==> src/design/crc8fr_pkg.sv <==
// shared types and constants of the crc8 frame receiver
package crc8fr_pkg;

  localparam logic [7:0] SYNC_BYTE     = 8'h00;
  localparam logic [7:0] CRC_START     = 8'hF3;
  localparam logic [7:0] CRC_POLY      = 8'h07;
  localparam logic [7:0] CRC_TOP       = 8'h80;
  localparam logic [7:0] LEN_MASK      = 8'h0F;
  localparam logic [7:0] TIMEOUT_RESET = 8'd10;
  localparam logic [7:0] QUIET_MAX     = 8'hFF;
  localparam int         MAX_OUT       = 32;

  typedef enum logic {
    KIND_BYTE = 1'b0,
    KIND_TICK = 1'b1
  } kind_t;

  // one classified beat waiting for the back end
  typedef struct packed {
    kind_t      kind;
    logic [7:0] data;
  } item_t;

  typedef enum logic [2:0] {
    ST_IDLE,
    ST_SCAN,
    ST_CHK0,
    ST_CHK2,
    ST_CRC,
    ST_EMIT_RD,
    ST_EMIT_OUT
  } state_t;

  // one msb-first crc8 byte update
  function automatic logic [7:0] crc8_byte(input logic [7:0] crc, input logic [7:0] d);
    logic [7:0] c;
    c = crc ^ d;
    for (int b = 0; b < 8; b++) begin
      if ((c & CRC_TOP) != 8'h00) begin
        c = {c[6:0], 1'b0} ^ CRC_POLY;
      end else begin
        c = {c[6:0], 1'b0};
      end
    end
    return c;
  endfunction

endpackage

==> src/design/crc8fr_ram.sv <==
// generic single-port-write ram with registered read
module crc8fr_ram #(
  parameter int WIDTH = 8,
  parameter int DEPTH = 32
) (
  input  logic                     clk,
  input  logic                     wr_en,
  input  logic [$clog2(DEPTH)-1:0] wr_addr,
  input  logic [WIDTH-1:0]         wr_data,
  input  logic [$clog2(DEPTH)-1:0] rd_addr,
  output logic [WIDTH-1:0]         rd_data
);

  logic [WIDTH-1:0] mem [DEPTH];

  always_ff @(posedge clk) begin
    if (wr_en) begin
      mem[wr_addr] <= wr_data;
    end
    rd_data <= mem[rd_addr];
  end

endmodule

==> src/design/crc8fr_front.sv <==
// input side: accepts beats, classifies them and queues them for the back end
module crc8fr_front (
  input  logic                clk,
  input  logic                rst_n,
  input  logic                in_tvalid,
  output logic                in_tready,
  input  logic [7:0]          in_tdata,
  input  logic                in_tuser,
  output logic                q_valid,
  output crc8fr_pkg::item_t   q_item,
  input  logic                q_pop
);
  import crc8fr_pkg::*;

  item_t      slot_r [2];
  logic       wr_ptr_r, wr_ptr_nxt;
  logic       rd_ptr_r, rd_ptr_nxt;
  logic [1:0] fill_r, fill_nxt;
  logic       push, pop;
  item_t      item_in;

  // classify the beat
  always_comb begin
    item_in.kind = (in_tuser == 1'b1) ? KIND_TICK : KIND_BYTE;
    item_in.data = in_tdata;
  end

  assign in_tready = (fill_r != 2'd2);
  assign push      = in_tvalid && in_tready;
  assign q_valid   = (fill_r != 2'd0);
  assign pop       = q_pop && q_valid;
  assign q_item    = slot_r[rd_ptr_r];

  // queue pointers
  always_comb begin
    wr_ptr_nxt = push ? ~wr_ptr_r : wr_ptr_r;
    rd_ptr_nxt = pop ? ~rd_ptr_r : rd_ptr_r;
    fill_nxt   = fill_r + {1'b0, push} - {1'b0, pop};
  end

  always_ff @(posedge clk) begin
    if (!rst_n) begin
      wr_ptr_r <= 1'b0;
      rd_ptr_r <= 1'b0;
      fill_r   <= 2'd0;
    end else begin
      wr_ptr_r <= wr_ptr_nxt;
      rd_ptr_r <= rd_ptr_nxt;
      fill_r   <= fill_nxt;
    end
  end

  // queue storage
  always_ff @(posedge clk) begin
    if (push) begin
      slot_r[wr_ptr_r] <= item_in;
    end
  end

endmodule

==> src/design/crc8fr_back.sv <==
// back end: ring buffer, frame scan, crc check and frame output
module crc8fr_back #(
  parameter int BUFFER_BYTES = 32
) (
  input  logic              clk,
  input  logic              rst_n,
  input  logic              q_valid,
  input  crc8fr_pkg::item_t q_item,
  output logic              q_pop,
  input  logic              cfg_wr_en,
  input  logic [7:0]        cfg_wr_data,
  output logic              out_tvalid,
  input  logic              out_tready,
  output logic [7:0]        out_tdata,
  output logic              out_tuser,
  output logic              out_tlast
);
  import crc8fr_pkg::*;

  localparam int PW = $clog2(BUFFER_BYTES);
  localparam int CW = $clog2(BUFFER_BYTES + 1);
  localparam int OW = $clog2(MAX_OUT + 1);
  localparam logic [PW:0]   BUF_P = (PW + 1)'(BUFFER_BYTES);
  localparam logic [CW-1:0] BUF_C = CW'(BUFFER_BYTES);
  localparam logic [OW-1:0] MAX_O = OW'(MAX_OUT);

  state_t        state_r, state_nxt;
  logic [PW-1:0] head_r, head_nxt;
  logic [CW-1:0] cnt_r, cnt_nxt;
  logic [7:0]    quiet_r, quiet_nxt;
  logic [7:0]    timeout_r;
  logic [CW-1:0] total_r, total_nxt;
  logic [CW-1:0] idx_r, idx_nxt;
  logic [7:0]    crc_r, crc_nxt;
  logic [OW-1:0] prod_r, prod_nxt;
  logic          ov_r, ov_nxt;
  logic [7:0]    ob_r, ob_nxt;
  logic          of_r, of_nxt;
  logic          ol_r, ol_nxt;

  logic          wr_en;
  logic [PW-1:0] wr_addr;
  logic [CW-1:0] wr_cnt;
  logic [CW-1:0] rd_off;
  logic [PW-1:0] rd_addr;
  logic [7:0]    rd_data;
  logic [CW-1:0] len_total;
  logic          out_free;
  logic          emit_last;
  logic [7:0]    quiet_inc;

  // ring position: head plus offset, folded once
  function automatic logic [PW-1:0] ring_pos(input logic [PW-1:0] h, input logic [CW-1:0] o);
    logic [PW+1:0] s;
    s = {2'b00, h} + (PW + 2)'(o);
    if (s >= {1'b0, BUF_P}) begin
      s = s - {1'b0, BUF_P};
    end
    return s[PW-1:0];
  endfunction

  crc8fr_ram #(.WIDTH(8), .DEPTH(BUFFER_BYTES)) u_ram (
    .clk     (clk),
    .wr_en   (wr_en),
    .wr_addr (wr_addr),
    .wr_data (q_item.data),
    .rd_addr (rd_addr),
    .rd_data (rd_data)
  );

  assign out_tvalid = ov_r;
  assign out_tdata  = ob_r;
  assign out_tuser  = of_r;
  assign out_tlast  = ol_r;
  assign out_free   = !ov_r || out_tready;
  assign len_total  = CW'(4) + CW'(rd_data & LEN_MASK);
  assign emit_last  = (idx_r + CW'(2) == total_r);
  assign quiet_inc  = (quiet_r == QUIET_MAX) ? QUIET_MAX : quiet_r + 8'd1;
  assign q_pop      = (state_r == ST_IDLE);
  assign wr_cnt     = (cnt_r >= BUF_C) ? '0 : cnt_r;
  assign wr_en      = (state_r == ST_IDLE) && q_valid && (q_item.kind == KIND_BYTE);
  assign wr_addr    = ring_pos(head_r, wr_cnt);
  assign rd_addr    = ring_pos(head_r, rd_off);

  // read offset issued in each state
  always_comb begin
    unique case (state_r)
      ST_CHK0:     rd_off = CW'(2);
      ST_CHK2:     rd_off = CW'(1);
      ST_CRC:      rd_off = idx_r + CW'(1);
      ST_EMIT_RD,
      ST_EMIT_OUT: rd_off = idx_r;
      default:     rd_off = '0;
    endcase
  end

  // next state
  always_comb begin
    state_nxt = state_r;
    unique case (state_r)
      ST_IDLE: begin
        if (q_valid && q_item.kind == KIND_BYTE) state_nxt = ST_SCAN;
      end
      ST_SCAN: state_nxt = (cnt_r == '0) ? ST_IDLE : ST_CHK0;
      ST_CHK0: begin
        if (rd_data != SYNC_BYTE) state_nxt = ST_SCAN;
        else if (cnt_r < CW'(3)) state_nxt = ST_IDLE;
        else state_nxt = ST_CHK2;
      end
      ST_CHK2: begin
        if (len_total > BUF_C) state_nxt = ST_SCAN;
        else if (cnt_r < len_total) state_nxt = ST_IDLE;
        else state_nxt = ST_CRC;
      end
      ST_CRC: begin
        if (idx_r + CW'(1) == total_r) begin
          state_nxt = (rd_data == crc_r) ? ST_EMIT_RD : ST_SCAN;
        end
      end
      ST_EMIT_RD: state_nxt = ST_EMIT_OUT;
      ST_EMIT_OUT: begin
        if (out_free || prod_r >= MAX_O) state_nxt = emit_last ? ST_SCAN : ST_EMIT_RD;
      end
      default: state_nxt = ST_IDLE;
    endcase
  end

  // datapath updates
  always_comb begin
    head_nxt  = head_r;
    cnt_nxt   = cnt_r;
    quiet_nxt = quiet_r;
    total_nxt = total_r;
    idx_nxt   = idx_r;
    crc_nxt   = crc_r;
    prod_nxt  = prod_r;
    ov_nxt    = ov_r && !out_tready;
    ob_nxt    = ob_r;
    of_nxt    = of_r;
    ol_nxt    = ol_r;
    unique case (state_r)
      ST_IDLE: begin
        if (q_valid) begin
          prod_nxt = '0;
          if (q_item.kind == KIND_BYTE) begin
            cnt_nxt   = wr_cnt + CW'(1);
            quiet_nxt = '0;
          end else begin
            quiet_nxt = quiet_inc;
            if (cnt_r != '0 && quiet_inc > timeout_r) cnt_nxt = '0;
          end
        end
      end
      ST_CHK0: begin
        if (rd_data != SYNC_BYTE) begin
          head_nxt = ring_pos(head_r, CW'(1));
          cnt_nxt  = cnt_r - CW'(1);
        end
      end
      ST_CHK2: begin
        total_nxt = len_total;
        idx_nxt   = CW'(1);
        crc_nxt   = CRC_START;
        if (len_total > BUF_C) begin
          head_nxt = ring_pos(head_r, CW'(1));
          cnt_nxt  = cnt_r - CW'(1);
        end
      end
      ST_CRC: begin
        if (idx_r + CW'(1) == total_r) begin
          idx_nxt = CW'(1);
          if (rd_data != crc_r) begin
            head_nxt = ring_pos(head_r, CW'(1));
            cnt_nxt  = cnt_r - CW'(1);
          end
        end else begin
          crc_nxt = crc8_byte(crc_r, rd_data);
          idx_nxt = idx_r + CW'(1);
        end
      end
      ST_EMIT_OUT: begin
        if (prod_r >= MAX_O || out_free) begin
          if (prod_r < MAX_O) begin
            ov_nxt   = 1'b1;
            ob_nxt   = rd_data;
            of_nxt   = (idx_r == CW'(1));
            ol_nxt   = emit_last;
            prod_nxt = prod_r + OW'(1);
          end
          idx_nxt = idx_r + CW'(1);
          if (emit_last) begin
            head_nxt = ring_pos(head_r, total_r);
            cnt_nxt  = cnt_r - total_r;
          end
        end
      end
      default: ;
    endcase
  end

  always_ff @(posedge clk) begin
    if (!rst_n) begin
      state_r   <= ST_IDLE;
      head_r    <= '0;
      cnt_r     <= '0;
      quiet_r   <= '0;
      prod_r    <= '0;
      ov_r      <= 1'b0;
      timeout_r <= TIMEOUT_RESET;
    end else begin
      state_r <= state_nxt;
      head_r  <= head_nxt;
      cnt_r   <= cnt_nxt;
      quiet_r <= quiet_nxt;
      prod_r  <= prod_nxt;
      ov_r    <= ov_nxt;
      if (cfg_wr_en) timeout_r <= cfg_wr_data;
    end
  end

  // payload registers
  always_ff @(posedge clk) begin
    total_r <= total_nxt;
    idx_r   <= idx_nxt;
    crc_r   <= crc_nxt;
    ob_r    <= ob_nxt;
    of_r    <= of_nxt;
    ol_r    <= ol_nxt;
  end

endmodule

==> src/design/crc8_frame_receiver_resync.sv <==
// top level of the crc8 frame receiver with resync
//
//  channel | dir | handshake               | payload
//  in_     | in  | in_tvalid / in_tready   | tdata = rx_byte, tuser = cmd
//  out_    | out | out_tvalid / out_tready | tdata = frame_byte, tuser = frame_first,
//          |     |                         | tlast = frame_last
//  cfg_    | in  | cfg_wr_en               | cfg_wr_data = silence_timeout_ms
//
// a tick is handled by the back end in its idle state; a byte enters the buffer there, then each
// scan pass tests for an empty buffer, then checks the sync byte, then reads the length, then
// runs the crc over the frame, then reads and sends each emitted byte, waiting on output stalls
// the back-end sequencer and its single ram read port set this order of steps
// a 2-beat queue lets input be taken while the back end scans or output stalls
// reset (rst_n low, synchronous) empties buffer and queue, timeout returns to 10
module crc8_frame_receiver_resync #(
  parameter int BUFFER_BYTES = 32
) (
  input  logic       clk,
  input  logic       rst_n,
  input  logic       in_tvalid,
  output logic       in_tready,
  input  logic [7:0] in_tdata,   // [7:0] rx_byte
  input  logic       in_tuser,   // [0] cmd
  output logic       out_tvalid,
  input  logic       out_tready,
  output logic [7:0] out_tdata,  // [7:0] frame_byte
  output logic       out_tuser,  // [0] frame_first
  output logic       out_tlast,
  input  logic       cfg_wr_en,
  input  logic [7:0] cfg_wr_data
);
  import crc8fr_pkg::*;

  logic  q_valid;
  logic  q_pop;
  item_t q_item;

  crc8fr_front u_front (
    .clk       (clk),
    .rst_n     (rst_n),
    .in_tvalid (in_tvalid),
    .in_tready (in_tready),
    .in_tdata  (in_tdata),
    .in_tuser  (in_tuser),
    .q_valid   (q_valid),
    .q_item    (q_item),
    .q_pop     (q_pop)
  );

  crc8fr_back #(.BUFFER_BYTES(BUFFER_BYTES)) u_back (
    .clk         (clk),
    .rst_n       (rst_n),
    .q_valid     (q_valid),
    .q_item      (q_item),
    .q_pop       (q_pop),
    .cfg_wr_en   (cfg_wr_en),
    .cfg_wr_data (cfg_wr_data),
    .out_tvalid  (out_tvalid),
    .out_tready  (out_tready),
    .out_tdata   (out_tdata),
    .out_tuser   (out_tuser),
    .out_tlast   (out_tlast)
  );

endmodule

==> config.mk <==
export PLATFORM = sky130hd
export DESIGN_NAME = crc8_frame_receiver_resync
export DESIGN_NICKNAME = d
export VERILOG_FILES = /design/src/design/crc8fr_pkg.sv /design/src/design/crc8fr_ram.sv /design/src/design/crc8fr_front.sv /design/src/design/crc8fr_back.sv /design/src/design/crc8_frame_receiver_resync.sv
export SDC_FILE = /design/constraint.sdc
export NUM_CORES = 1
export LEC_CHECK = 0
export ABC_AREA = 1
export BUFFER_PORTS_ARGS = -buffer_cell sky130_fd_sc_hd__buf_2
export CAP_MARGIN = 20
export CORE_UTILIZATION = 25
export DETAILED_ROUTE_END_ITERATION = 10
export GPL_TIMING_DRIVEN = 0
export HOLD_SLACK_MARGIN = 0.15
export SLEW_MARGIN = 20
export SYNTH_ARGS = -nofsm -noshare
export SYNTH_HDL_FRONTEND = slang
export SYNTH_HIERARCHICAL = 1
export SYNTH_SLANG_ARGS = --single-unit
==> constraint.sdc <==
create_clock -name clk -period 5.5 [get_ports clk]
set_input_delay 1.1 -clock clk [delete_from_list [all_inputs] [get_ports clk]]
set_output_delay 1.1 -clock clk [all_outputs]
set_load 0.02 [all_outputs]
* After elaboration in Yosys (flattened, before gate mapping)
Memories as Yosys holds them, arrays and structs flattened. A register that Yosys moved wholly into a read port is not among the register bits. Index checks and enable logic that the tools add are counted.
Word-level totals: memory bits (writable) 274, bits in registers 71, memories 2, output and inout bits 12
Cells by class: order comparisons 11, muxes and demuxes 77, bitwise gates (word level) 12, equality and inequality tests 24, add/sub/neg operators 18, reduce and logical (&&, ||, !) cells 29
Memories:
- u_back.u_ram.mem | depth 32, width 8, read ports 1, clocked after memory_dff 1, wr ports 1, RTL line crc8fr_ram.sv:14 | logic [WIDTH-1:0] mem [DEPTH];
- u_front.slot_r | depth 2, width 9, read ports 1, clocked after memory_dff 1, wr ports 1, RTL line crc8fr_front.sv:15 | item_t slot_r [2];
Operators by type and width (number):
- $mux 8 | 17
- $mux 6 | 15
- $mux 5 | 10
- $mux 3 | 16
- $pmux 6 s5 | 1
- $not 3->3 | 8
- $pmux 6 s4 | 1
- $add 5x6->7 | 3
- $ge 7x6->1 const B | 3
- $pmux 3 s7 | 1
- $pmux 5 s4 | 1
- $sub 5x1->5 const B | 4
- $add 6x1->6 const B | 3
- $ge 6x6->1 const B | 3
- $ne 2x1->1 const B | 9
- $pmux 6 s3 | 1
- $pmux 8 s2 | 1
- $eq 6x6->1 | 2
- $pmux 6 s2 | 1
- $mux 1 | 10
- $eq 3x3->1 const B | 3
- $reduce_and 9->1 | 1
- $add 8x1->8 const B | 1
- $eq 8x8->1 | 1
- other kinds (38) | 55

* Depth between registers and ports, before layout
Gate-level depths: netlist (run 1).
depth in word-level cells 33, mapped depth 24, mapped depth without buffers 23

* By module
The synthesis (run 1) kept the hierarchy.
By module, submodules not included:
- crc8fr_ram | area an instance 10786.6 sq um, seq. area each 7847.5 sq um, cells each 922, times used 1
- crc8fr_back | area an instance 4843.4 sq um, seq. area each 1611.5 sq um, cells each 657, times used 1
- crc8fr_front | area an instance 904.6 sq um, seq. area each 640.6 sq um, cells each 64, times used 1

* Worst setup path after synthesis (run 1)
OpenSTA, ideal clock, no wires.
kind register -> register, start register u_back.state_r[1], end register u_back.u_ram.rd_data[0], read port of u_back.u_ram.mem, required time 5387 ps, cell stages (with the launch flop) 15, data arrival time 2857 ps, library setup time 113 ps, path buffers 1, setup slack 2531 ps, cell sequence dfxtp_1 nand2_1 nor2_1 inv_1 o211ai_1 ha_1 inv_1 fa_1 o21ai_0 xor2_1 xnor2_1 clkbuf_1 inv_1 nand2_1 nand2_1
On the way: cells in the longest elaborated chain, start to end 6, elaborated cells on any way between the ends 11, those cells by class add/sub: 2; order compare: 1; eq/ne: 5; mux: 2; reduce/logical: 1
Ends and longest elaborated chain:
- start: declaration | RTL line crc8fr_back.sv:27 | state_t state_r, state_nxt;
- start signal: assignment | RTL line crc8fr_back.sv:211 | state_r <= state_nxt;
- $eq 3x3->1 | RTL line crc8fr_back.sv:87 | unique case (state_r)
- $reduce_or 2->1 | RTL line crc8fr_back.sv:87
- $pmux 6 s4 * | RTL line crc8fr_back.sv:87
- $add 5x6->7 * | RTL line crc8fr_back.sv:55 | s = {2'b00, h} + (PW + 2)'(o);
- $ge 7x6->1 / $sub 5x1->5 (equally long branches) | RTL line crc8fr_back.sv:56, crc8fr_back.sv:57
- $mux 5 * | RTL line crc8fr_back.sv:56 | if (s >= {1'b0, BUF_P}) begin
- via u_back.rd_addr[4] | RTL line crc8fr_back.sv:45 | logic [PW-1:0] rd_addr;
- end: declaration | RTL line crc8fr_ram.sv:11 | output logic [WIDTH-1:0] rd_data
Mark *: on every way through the listed nets, which the timed path passes. The rest lies on a longest branch. A chain may end at the register's enable or synchronous reset.

* Final worst setup path (run 1)
start register u_back.state_r[1], end register u_back.u_ram.rd_data[7], read port of u_back.u_ram.mem
Same word-level chain as after synthesis.

==> results.cfg, run 1 <==
[global_route]
grt_overflow_total = 0
first_global_vias = 11333
antenna_found_initial = 0
grt_usage = 0.126
grt_max_degree = 33
grt_pass1_wl_um = 65500

[floorplan]
core_region_area_um2 = 64900
fp.dieH_um = 259
num_rows = 93
initial_core_util = 0.255
die_area_um2 = 67200
ios = 34
die_x_um = 259

[place]
gp_congestion = 0.912
post-dp-hpwl_um = 29200
port_buffers = 33
pre_cts_ws_ns = 1.37

[cts]
h-tree-depth = 2
path_clk_slew_ns = 0.06
cts_tree = built
clock_latency_ns = 0.56
cts_hold_buf = 0
cts.sinks = 353
postCtsSetupBuffers = 0
cts_made_buffers = 39
root_buffer = clkbuf_16
clk_path_buf_depth = 3
cts_resized = 0

[synth]
synthArstFlopShare = 0
ys.flop_type = edfxtp_1
syn_nets = 1712
synth_common_cells = nand2_1 (510), edfxtp_1 (303), nand3_1 (246)
avgSynthCellArea_um2 = 10.1
yosysSeqAreaShare = 0.611
synth.most_common_cell = nand2_1
synth_area_um2 = 16500
synth.top_cell.area_share = 0.550
synth_warnings = 6
synth_top_cell_by_area = edfxtp_1
ys_types = 44
ys_seq_elements = 353
netlist_instances = 1643
synth_edf_count = 303
synthTopCellsByArea = edfxtp_1 (55%), nand2_1 (12%), nand3_1 (7.4%)

[critical_path]
end_kind = flop
slowest_delay_ns = 0.59
cp_slowest_cell = clkbuf_1
worst_r2r_startpoint = u_back/state_r[1]
critPathRequiredTime_ns = 5.92
worstSetupPathType = reg -> reg
crit_path_start_kind = flop
r2r_slack_ns = 1.21
timing.rr.end = u_back/u_ram/rd_data[7]
crit_buf_inv = 5
critPathTopFamily = simple AND/OR/NAND/NOR gates
cp_cell_sequence = nand2_1, nor2_1, inv_1, o211ai_1, ha_1, inv_1, fa_1, inv_1, inv_2, clkbuf_1, nand3_1, nand3_1, nand2_1, nand2_1, nand2_1, nand2_1, nand2_1
cpMostUsedCell = nand2_1
critPathArrivalTime_ns = 4.72
worstPathMaxFanout = 10
reg2reg_depth = 17

[sta]
tightest_slew_ns = 0.957
fin_crit_ns = 4.29
hold_viol_final = 0
relSlewSlack = 0.360
max_freq_mhz = 233
final-setup-viol-count = 0
rsz0062_at_grt = false
setup_ws_ns = 1.21
fin_tns_setup_ns = 0
report.final.slew_viol_count = 0
fin_skew_ns = 0.0257
fin_crit_sh = 0.780

[outcome]
status = finished clean

[power]
p_sw_frac = 0.358
vdd_drop_max_uv = 210
powerDensity_nw_per_um2 = 463
power_switching_mw = 3.15
combPwrFrac = 0.318
pwr-share-clk = 0.289
leakagePower_nw = 7.36
seq_power_share = 0.394
power.internal_mw = 5.66

[drt]
drc = 0
firstDrtPassIters = 6
drt_wl_total_um = 42300
first_iter_violations = 1177
drt-vias-per-instance = 4.58
routedWlPerCell_um = 16.2
final_antenna_net_count = 0
vias = 11925

[flow_run]
maxCapViolCount = 0

[min_path]
min_from = u_back/timeout_r[4]
whs_path_depth = 2
hold_end = u_back/timeout_r[4]
hp-class = reg -> reg

[layout]
nets = 1787
antenna_cells = 0
drive_gt1_frac = 0.111
areaGrowthSynthToFinish_pct = 15.1
per-layer routing:
| metal | GRT usage | wire length (um) |
|---|---|---|
| met2 | 0.201 | 19400 |
| met4 | 0.0319 | 754 |
| met5 | 0 | 0 |
| met1 | 0.176 | 19200 |
| met3 | 0.0204 | 2870 |
metrics by stage:
| stage | area [um^2] | std cells | power [mW] | utilization | hold slack [ns] |
|---|---|---|---|---|---|
| after global placement | 17800 | 2531 | 6.22 | 0.274 | 0.456 |
| after CTS | 19000 | 2603 | 8.86 | 0.293 | 0.477 |
| after floorplan | 16500 | 1643 | 5.37 | - | 0.439 |
| after detailed placement | 17800 | 2531 | 6.30 | 0.274 | 0.469 |
| final | 19000 | 2604 | 8.82 | 0.293 | 0.473 |
| after global routing | 19000 | 2604 | 9.32 | 0.293 | 0.492 |
flip-flops by register name, summed over array words and instances (netlist names), named ones only:
signal / cells
u_back/timeout_r: 8
u_back/total_r: 5
u_back/idx_r: 6
u_back/out_tvalid: 1
u_front/wr_ptr_r: 1
u_front/slot_r: 18
u_back/quiet_r: 8
u_front/rd_ptr_r: 1
u_back/prod_r: 6
u_back/head_r: 5
u_back/out_tuser: 1
u_back/cnt_r: 6
u_back/out_tlast: 1
u_back/state_r: 3
u_back/u_ram/mem: 256
u_back/crc_r: 8
u_back/out_tdata: 8
u_back/u_ram/rd_data: 8
u_front/fill_r: 2
logic make-up after synthesis:
group           share of synthesized area
buf+inv                            0.0586
flops                               0.611
compound gates                     0.0305
mux                               0.00613
fa+ha+maj                          0.0374
simple gates                        0.238
xor+xnor                           0.0185
tightest hold or removal path, delay by kind of cell, from the launching register on:
| family | cells | cell delay [ns] |
|---|---|---|
| flops | 1 | 0.29 |
| compound gates | 1 | 0.06 |
| buf+inv | 1 | 0.07 |
cell type report:
type	count	area (um^2)
fill	6663	45900
sequential	353	10100
multi-input combinational	1097	5470
clock buffer	53	1080
tap	855	1070
inverter	130	488
buffer	63	480
timing repair buffer	34	173
clock inverter	19	166
cells in the final DEF, fill, tap and decap left out, types with 30 or more instances in the layout:
master | netlist | final
clkbuf_16 | 0 | 40
o21ai_0 | 30 | 30
edfxtp_1 | 303 | 303
ha_1 | 43 | 43
nand3_1 | 246 | 246
a21oi_1 | 48 | 48
nand2_1 | 510 | 510
nor2_1 | 107 | 107
inv_1 | 122 | 122
buf_2 | 18 | 51
dfxtp_1 | 50 | 50
how the worst max path moves through the flow:
| stage | start | endpoint | slack [ns] | depth (start not counted) |
|---|---|---|---|---|
| finish | u_back/state_r[1] | u_back/u_ram/rd_data[7] | 1.21 | 17 |
| global route | u_back/state_r[1] | u_back/u_ram/rd_data[7] | 0.99 | 17 |
| CTS | u_back/state_r[1] | u_back/u_ram/rd_data[7] | 1.33 | 17 |
| detailed placement | u_back/state_r[1] | u_back/u_ram/rd_data[7] | 1.37 | 17 |
| global placement | u_back/state_r[1] | u_back/u_ram/rd_data[7] | 1.39 | 17 |
| floorplan | u_back/state_r[1] | u_back/u_ram/rd_data[0] | 2.53 | 14 |
power groups by stage:
stage               combinational, mW  sequential, mW  clock (mW)
finish                           2.80            3.47        2.54
global route                     3.12            3.49        2.71
detailed placement               2.76            3.53           0
CTS                              2.78            3.48        2.61
floorplan                        1.91            3.46           0
global placement                 2.70            3.53           0
Note: power is estimated with default switching activity, not from simulation.
==> inputs of run 2 (changes only) <==
Clock period 5.5 ns to 3.75 ns, I/O delays scaled along.
==> results.cfg, run 2 (same netlist as run 1, synthesis figures left out) <==
[drt]
routedWlPerCell_um = 16.2
drc = 0
firstDrtPassIters = 5
drt_wl_total_um = 42100
final_antenna_net_count = 0
first_iter_violations = 1249
vias = 11862
drt-vias-per-instance = 4.56

[outcome]
status = finished, violations left
violations = setup timing

[critical_path]
worstSetupPathType = reg -> reg
crit_path_start_kind = flop
cpMostUsedCell = nor2_1
worstPathMaxFanout = 9
r2r_slack_ns = -0.008
critPathArrivalTime_ns = 3.92
cp_cell_sequence = buf_2, nor2_1, ha_1, inv_1, fa_1, o21ai_0, a21oi_1, xor2_1, nand3_1, nor2_1
reg2reg_depth = 10
cp_slowest_cell = nor2_1
critPathRequiredTime_ns = 3.91
slowest_delay_ns = 0.75
end_kind = flop

[cts]
root_buffer = clkbuf_16
cts.sinks = 353
clock_latency_ns = 0.56
cts_made_buffers = 39
path_clk_slew_ns = 0.06
cts_hold_buf = 0
postCtsSetupBuffers = 0
h-tree-depth = 2
clk_path_buf_depth = 3
cts_tree = built

[floorplan]
initial_core_util = 0.255
fp.dieH_um = 259
num_rows = 93
core_region_area_um2 = 64900
die_x_um = 259
die_area_um2 = 67200
ios = 34

[place]
pre_cts_ws_ns = -0.376
port_buffers = 33
place_area_um2 = 17800
gp_congestion = 0.912
post-dp-hpwl_um = 29200

[power]
powerDensity_nw_per_um2 = 679
leakagePower_nw = 7.39
vdd_drop_max_uv = 293
power_mw = 13.0

[sta]
fin_crit_ns = 3.76
max_freq_mhz = 266
fin_crit_sh = 1.00
report.final.slew_viol_count = 0
rsz0062_at_grt = true
setup_ws_ns = -0.00800
relSlewSlack = 0.373
fin_tns_setup_ns = -0.0176
hold_viol_final = 0
final-setup-viol-count = 4
fin_skew_ns = 0.0261
tightest_slew_ns = 0.937

[layout]
top_regs = u_back/u_ram/mem x256, u_front/slot_r x18
areaGrowthSynthToFinish_pct = 15.6
final_util = 0.294
nets = 1787
drive_gt1_frac = 0.124
stdcell_area_um2 = 19100
layout_common_cells = nand2_1 (510), edfxtp_1 (303), nand3_1 (246)
largest-register = u_back/u_ram/mem
layout_commonest_cell = nand2_1
largest_reg_flops = 256
antenna_cells = 0

[global_route]
grt_max_degree = 33
antenna_found_initial = 0
grt_pass1_wl_um = 65500
first_global_vias = 11333
grt_overflow_total = 0
grt_usage = 0.126

[min_path]
whs_path_depth = 1
hp-class = in -> reg

[flow_run]
maxCapViolCount = 0
==> run 2: cell types whose count changed in the layout (fill, tap and decap cells not counted), moves of 2 or more <==
cell	change
buf_2	-6
clkbuf_2	+5
clkbuf_1	-7
nor2_1	-10
clkbuf_4	+9
dfxtp_1	-2
dfxtp_2	+2
nor2_2	+7
buf_1	-2
nor2_4	+3
==> run 2: what timing repair did <==
item / CTS / global route
endpoints found under the setup margin: 13 / 135
cloned: 0 / 0
gates resized for setup: 7 / 37
==> run 2: cell type report <==
cell class	instances	area (um^2)
inverter	130	490
sequential	353	10100
clock inverter	19	166
timing repair buffer	34	173
multi-input combinational	1097	5510
fill	6653	45800
buffer	63	517
tap	855	1070
clock buffer	53	1080
==> run 2: per-layer routing <==
metal | GRT usage | share of wire | vias to the layer above
li1 | - | - | 5694
met1 | 0.176 | 0.45 | 5748
met2 | 0.201 | 0.46 | 369
met3 | 0.0204 | 0.067 | 51
met4 | 0.0319 | 0.017 | 0
met5 | 0 | 0 | -
==> run 2: power breakdown <==
| group | switching [mW] | internal (mW) | total [mW] |
|---|---|---|---|
| combinational | 2.87 | 1.28 | 4.15 |
| clock | 1.56 | 2.17 | 3.73 |
| sequential | 0.205 | 4.89 | 5.09 |
==> run 2: path summary, 6_finish.rpt <==
| path | startpoint | endpoint |
|---|---|---|
| setup / recovery | u_back/cnt_r[5] | u_back/u_ram/mem[27][4] |
| hold / removal | in_tdata[7] | u_front/slot_r[0][7] |
| setup reg to reg | u_back/cnt_r[5] | u_back/u_ram/mem[27][4] |
| hold reg to reg | u_back/timeout_r[4] | u_back/timeout_r[4] |
==> run 2: critical path: cells and delay by family (launching register included) <==
family	cells	cell delay, ns
AND/OR/NAND/NOR	3	1.32
XOR/XNOR	1	0.54
buffers and inverters	2	0.23
AO/OA/AOI/OAI	2	0.31
adder cells (fa/ha/maj)	2	0.66
flip-flops	1	0.29
==> run 2: stage by stage <==
step / instances / hold WS [ns]
final: 2604 / 0.379
after global routing: 2604 / 0.357
after CTS: 2603 / 0.351
after detailed placement: 2531 / 0.469
after global placement: 2531 / 0.456
after floorplan: 1643 / 0.439
==> inputs of run 3 (changes only) <==
Clock period 3.75 ns to 3.8 ns, I/O delays scaled along.
==> results.cfg, run 3 (same netlist as run 1, synthesis figures left out) <==
[layout]
largest_reg_flops = 256
nets = 1787
stdcell_area_um2 = 19100
n_fill_cell = 6657
layout_common_cells = nand2_1 (510), edfxtp_1 (303), nand3_1 (246)
final_cells = 2604
multi_input_area_um2 = 5510
areaGrowthSynthToFinish_pct = 15.5
drive_gt1_frac = 0.125
final_util = 0.294
layout_commonest_cell = nand2_1
top_regs = u_back/u_ram/mem x256, u_front/slot_r x18
largest-register = u_back/u_ram/mem
antenna_cells = 0
seq_area_um2 = 10100

[sta]
rsz0062_at_grt = true
fin_crit_sh = 0.985
report.final.slew_viol_count = 0
tightest_slew_ns = 0.981
fin_skew_ns = 0.0258
max_freq_mhz = 267
relSlewSlack = 0.344
fin_crit_ns = 3.74
hold_viol_final = 0
final-setup-viol-count = 0

[drt]
met1Wirelength_um = 19300
drc = 0
vias = 11827
wl_met2_um = 19500
highest_layer = met4
wl_met3_um = 2800
drt_wl_total_um = 42200
first_iter_violations = 1147
routedWlPerCell_um = 16.2
final_antenna_net_count = 0
drt-vias-per-instance = 4.54
firstDrtPassIters = 6

[cts]
path_clk_slew_ns = 0.06
cts_tree = built
clk_path_buf_depth = 3
root_buffer = clkbuf_16
cts_hold_buf = 0
cts.sinks = 353
clock_latency_ns = 0.56
cts_made_buffers = 39
h-tree-depth = 2
postCtsSetupBuffers = 0

[critical_path]
worstSetupPathType = reg -> reg
critPathArrivalTime_ns = 3.92
crit_path_start_kind = flop
crit_start = u_back/cnt_r[5]
cp-endpoint = u_back/u_ram/mem[28][2]
worstPathMaxFanout = 9
r2r_slack_ns = 0.06
end_kind = flop
critPathRequiredTime_ns = 3.97
timing.rr.end = u_back/u_ram/mem[28][2]
reg2reg_depth = 10
worst_r2r_startpoint = u_back/cnt_r[5]

[floorplan]
die_x_um = 259
ios = 34
core_region_area_um2 = 64900
die_area_um2 = 67200
fp.dieH_um = 259
num_rows = 93
initial_core_util = 0.255

[min_path]
min_from = in_tdata[7]
hp-class = in -> reg

[place]
gp_congestion = 0.912
post-dp-hpwl_um = 29200
place_inst = 2531
place_area_um2 = 17800
port_buffers = 33

[global_route]
antenna_found_initial = 0
first_global_vias = 11333
grt_max_degree = 33
grt_overflow_total = 0
grt_usage = 0.126
grt_pass1_wl_um = 65500

[power]
powerDensity_nw_per_um2 = 670
power_mw = 12.8
vdd_drop_max_uv = 286
leakagePower_nw = 7.39

[outcome]
status = finished clean

[flow_run]
maxCapViolCount = 0
## run 3: cell types whose count changed in the layout (fill, tap and decap cells not counted)
| cell | change |
|---|---|
| nor2_1 | -1 |
| buf_2 | +3 |
| buf_4 | -1 |
| nor2_2 | +3 |
| nor2_4 | -2 |
| clkbuf_4 | -2 |
## run 3: per-stage QoR
| step | setup WS (ns) | hold WS, ns | setup TNS [ns] |
|---|---|---|---|
| 2_1_floorplan | 0.831 | 0.439 | 0 |
| 3_3_place_gp | -0.308 | 0.456 | -1.96 |
| 3_5_place_dp | -0.326 | 0.469 | -2.03 |
| 4_1_cts | 0.0111 | 0.361 | 0 |
| 5_1_grt | -0.161 | 0.367 | -4.14 |
| 6_report | 0.0557 | 0.389 | 0 |
## run 3: timing repair
action	CTS	global route
pin swaps	0	0
setup endpoints to repair	8	112
resized for setup	4	37
endpoints found under the hold margin	0	0
## run 3: worst min path at each step
stage	to	slack [ns]	cells after the start
floorplan	u_back/timeout_r[2]	0.44	2
global placement	u_back/quiet_r[4]	0.46	2
detailed placement	u_back/timeout_r[4]	0.47	2
CTS	u_front/slot_r[0][7]	0.36	1
global route	u_front/slot_r[0][0]	0.37	1
finish	u_front/slot_r[0][7]	0.39	1
## run 3: power breakdown
part           internal (mW)  total [mW]  switching (mW)
registers               4.82        5.02           0.203
logic                   1.25        4.08            2.83
clock network           2.14        3.68            1.54
total                   8.22        12.8            4.57
## run 3: final cells by class
class / count / share of cell area
Multi-Input combinational cell: 1097 / 0.288
Sequential cell: 353 / 0.529
Timing Repair Buffer: 34 / 0.00904
Tap cell: 855 / 0.0560
Inverter: 130 / 0.0257
Clock inverter: 19 / 0.00871
Buffer: 63 / 0.0267
Clock buffer: 53 / 0.0565
## run 3: metal layers
metal / up-vias / track usage
met5: - / 0
met4: 0 / 0.0319
met3: 48 / 0.0204
met2: 367 / 0.201
met1: 5721 / 0.176
li1: 5691 / -
## run 3: worst max-delay path, cell delays in order, from the launching register on
cell and delay, ns:
dfxtp_1 0.29, buf_2 0.18, nor2_1 0.30, ha_1 0.24, inv_1 0.06, fa_1 0.42, o21ai_0 0.20, a21oi_1 0.11
xor2_1 0.50, nand3_1 0.37, nor2_1 0.69
